[config.mk]
export PLATFORM = sky130hd
export DESIGN_NAME = rfq_ram
export DESIGN_NICKNAME = d
export VERILOG_FILES = /design/src/hdl/rfq_ram.sv
export SDC_FILE = /design/constraint.sdc
export NUM_CORES = 1
export LEC_CHECK = 0
export ABC_CLOCK_PERIOD_IN_PS = 1920
export BUFFER_PORTS_ARGS = -buffer_cell sky130_fd_sc_hd__buf_2
export CAP_MARGIN = 20
export CORE_MARGIN = 1
export CORE_UTILIZATION = 35
export CTS_CLUSTER_DIAMETER = 60
export DETAILED_ROUTE_END_ITERATION = 10
export HOLD_SLACK_MARGIN = 0.05
export PLACE_DENSITY_LB_ADDON = 0.2
export SLEW_MARGIN = 20
export SYNTH_ARGS = -nofsm -noshare
export SYNTH_HDL_FRONTEND = slang
export SYNTH_SLANG_ARGS = --single-unit
[constraint.sdc]
create_clock -name clk_i -period 1.92 [get_ports clk_i]
set_input_delay 0.192 -clock clk_i [delete_from_list [all_inputs] [get_ports clk_i]]
set_output_delay 0.192 -clock clk_i [all_outputs]
set_load 0.02 [all_outputs]
[src/hdl/rfq_ram.sv]
`timescale 1ns / 1ps
// Generic simple dual-port RAM with one write port and a registered read port.
// No dependencies.
module rfq_ram #(
  parameter int Width = 8,
  parameter int Depth = 16
) (
  input  logic                     clk_i,
  input  logic                     we_i,
  input  logic [$clog2(Depth)-1:0] waddr_i,
  input  logic [Width-1:0]         wdata_i,
  input  logic                     re_i,
  input  logic [$clog2(Depth)-1:0] raddr_i,
  output logic [Width-1:0]         rdata_o
);
  logic [Width-1:0] mem_q [Depth];
  logic [Width-1:0] rdata_q;

  always_ff @(posedge clk_i) begin
    if (we_i) begin
      mem_q[waddr_i] <= wdata_i;
    end
    if (re_i) begin
      rdata_q <= mem_q[raddr_i];
    end
  end

  assign rdata_o = rdata_q;
endmodule

==> impl_results.md <==
* Status: completed
* Clk root buf: clkbuf_16
* Routed len/inst at 21.77 um
* DIE HEIGHT at 124.2 um
* Critical Path Fanout Max at 1
* I/O pin total at 27
* Syn nets at 248
* Largest net degree at the start of global routing at 19
* Most frequent cells in the layout: edfxtp_1 (136), buf_2 (26), buf_4 (19)
* Worst VDD drop at 0.0005787 V
* Share of flip-flops with an asynchronous set or reset at 0%
* # hold bufs at CTS at 0
* First-pass GRT wire length at 16.04 mm
* Crit start category: register
* # rows at between 40 and 50
* Die ar. at 15430 um2
* Clk_lat worst skew at 410 ps
* Gr ovfl total at 0
* Clk slew on worst S/H paths at 60 ps
* Final Hold Fails at 0
* WS Path Type: register to register
* Final wirelength at ~11 mm
* Clock Skew at between 6 and 7 ps
* Syn Std Cell Area at about 5200 um2
* Power Density at 1087 nW/um2
* RSZ-0062 raised after global routing: false
* Top delay family on crit path: multiplexers
* Post-Synthesis Cells at roughly 230
* Slowest stage cell on the critical path: mux4_2
* Layout cells sized above 1 at 30.77%
* Fin. max-slew vios at 0
* TritonCTS buffer count at 17
* Via-to-Cell Ratio at 5.045
* Place WS at 145.1 ps
* DR pass1 iterations at 4
* Synth top area share at 78.12%
* Hold WS at ~180 ps
* Crit path required time at approximately 2100 ps
* Crit-path max cell delay at roughly 500 ps
* Switching share of power at 19.62%
* Worst Tran Pin Value at 424.0 ps
* Setup TNS at 0 ps
* H-tree depth at 4
* Sink Count at 136
* Max Cap Violations at 0
* Slew margin rel. at 71.73%
* Synth Warn # at 0
* Fin crit period at 1480 ps
* Hold_sp: wdata_i[5]
* Final worst setup slack at approximately 440 ps
* Initial antenna violation count at 1
* Type of the worst min-delay path: primary input to register
* 1st-iter DRT viols at 133
* Final RePlAce weighted congestion at 0.6954
* Fin crit share at 77.08%
* P_int at 5.483 mW
* Final ANT Viol Nets at 0
* WHS Endpoint: mem_q[0][5]$_DFFE_PP_
* PostCTS Resize Cnt at 0
* Post-placement cell area at 5704 um2
* # port buffers at 26
* Max Fclk at 675.7 MHz
* CTS tree: built
* GRT Total Usage at 14.69%
* DIE WIDTH at about 120 um
* RR Endpoint: rdata_o[7]$_DFFE_PP_
* Net count, final at 305
* Dpl hpwl at ~6.8 mm
* # setup viols final at 0
* Area leader, netlist: edfxtp_1
* Number of global-route vias before repair at 2578
* LEAKAGE at ~2.1 nW
* Predominant post-synthesis flop cell: edfxtp_1
* Core area at 14530 um2
* Synthesis-to-layout area growth at 20.01%
* Critical Path Sink Type: register
* CP Buf/Inv Count at 0
* Clock share of power at 45.8%
* Combinational share of power at ~5%
* Fin area at around 6300 um2
* Clock tree buffer depth at 2
* R2r worst-path depth at 3
* Reg2reg start: mem_q[7][7]$_DFFE_PP_
* Setup bufs post-CTS at 0
* Mean area per synthesized cell at 22.83 um2
* Flop pwr share at 49.3%
* Cells on Worst Hold Path at 1
* Starting Density at a little over a third
* EDFF count, synth at 136
* Post-synthesis cell type count at 18
* CP Cell Sequence: mux4_2, a22oi_1, nand2_1
* Arrival @ worst endpoint at ~1600 ps
* Sequential share of the synthesized area at around four fifths
* Synth top area cells: edfxtp_1 (78%), mux4_2 (7.8%), mux4_1 (7.0%)
* R2R Setup Slk at 440 ps
* Routed vias at 2442
* P_sw at between 1 and 1.5 mW
* Commonest non-fill, non-tap cell in the layout: edfxtp_1
* Drt drc at 0
* Number of synthesized register bits at 136
## registers in the layout, indices dropped and copies added (netlist names)
signal / flops
mem_q: 128
rdata_o: 8
## final cells by class
type	count	area, um2
Tap cell	184	230.2
Sequential cell	136	4084
Clock buffer	18	429.2
Clock inverter	14	137.6
Antenna cell	1	2.502
Multi-Input combinational cell	83	1057
Fill cell	1287	8260
Timing Repair Buffer	48	332.8
## how the worst max path moves through the flow
stage,start,endpoint,slack (ps),cells after the start
after global placement,raddr_i[0],rdata_o[1]$_DFFE_PP_,160,5
after floorplan,waddr_i[2],mem_q[0][0]$_DFFE_PP_,240,2
after detailed placement,raddr_i[0],rdata_o[1]$_DFFE_PP_,150,5
after CTS,mem_q[1][1]$_DFFE_PP_,rdata_o[1]$_DFFE_PP_,420,3
final,mem_q[7][7]$_DFFE_PP_,rdata_o[7]$_DFFE_PP_,440,3
after global routing,mem_q[9][5]$_DFFE_PP_,rdata_o[5]$_DFFE_PP_,360,3
## Yosys cell counts (all sizes together) (2+ instances only)
library cell / count
a22oi: 16
buf: 7
clkdlybuf4s25: 3
edfxtp: 136
mux4: 32
nand2: 9
nand2b: 2
nand3b: 2
nor2: 13
nor3: 4
## worst register-to-register path, stage by stage, from the launching register on
cell,delay (ps)
edfxtp_1,370
mux4_2,500
a22oi_1,230
nand2_1,120
## logic make-up (layout without fill, tap and decap cells)
kind of cell | after synthesis | in the layout | synth area share [%]
compound gates | 16 | 16 | 2.298
buf+inv | 10 | 80 | 1.651
flops | 136 | 136 | 78.12
mux | 32 | 32 | 14.79
other cells | 0 | 1 | 0
simple gates | 35 | 35 | 3.136
## metal layers
| layer | global-route usage, % | up-vias | share of wire, % |
|---|---|---|---|
| met2 | 21.84 | 60 | 47 |
| met4 | 4.252 | 0 | 0.70 |
| met3 | 4.655 | 10 | 4.7 |
| met1 | 20.71 | 1279 | 48 |
| li1 | - | 1093 | - |
| met5 | 0 | - | 0 |
## power groups by stage
stage | combinational [mW] | sequential, mW | clock [mW]
2_1_floorplan | 0.169 | 3.44 | 0
3_3_place_gp | 0.336 | 3.42 | 0
3_5_place_dp | 0.341 | 3.43 | 0
4_1_cts | 0.341 | 3.37 | 3.19
5_1_grt | 0.360 | 3.37 | 3.29
6_report | 0.332 | 3.36 | 3.12
## metrics by stage
step	std cells	power [mW]	utilization, %
finish	484	6.821	43.16
global route	483	7.021	43.15
CTS	483	6.893	43.15
detailed placement	451	3.767	39.25
global placement	451	3.761	39.25
floorplan	229	3.607	-
Power figures use the tool's default switching activity.
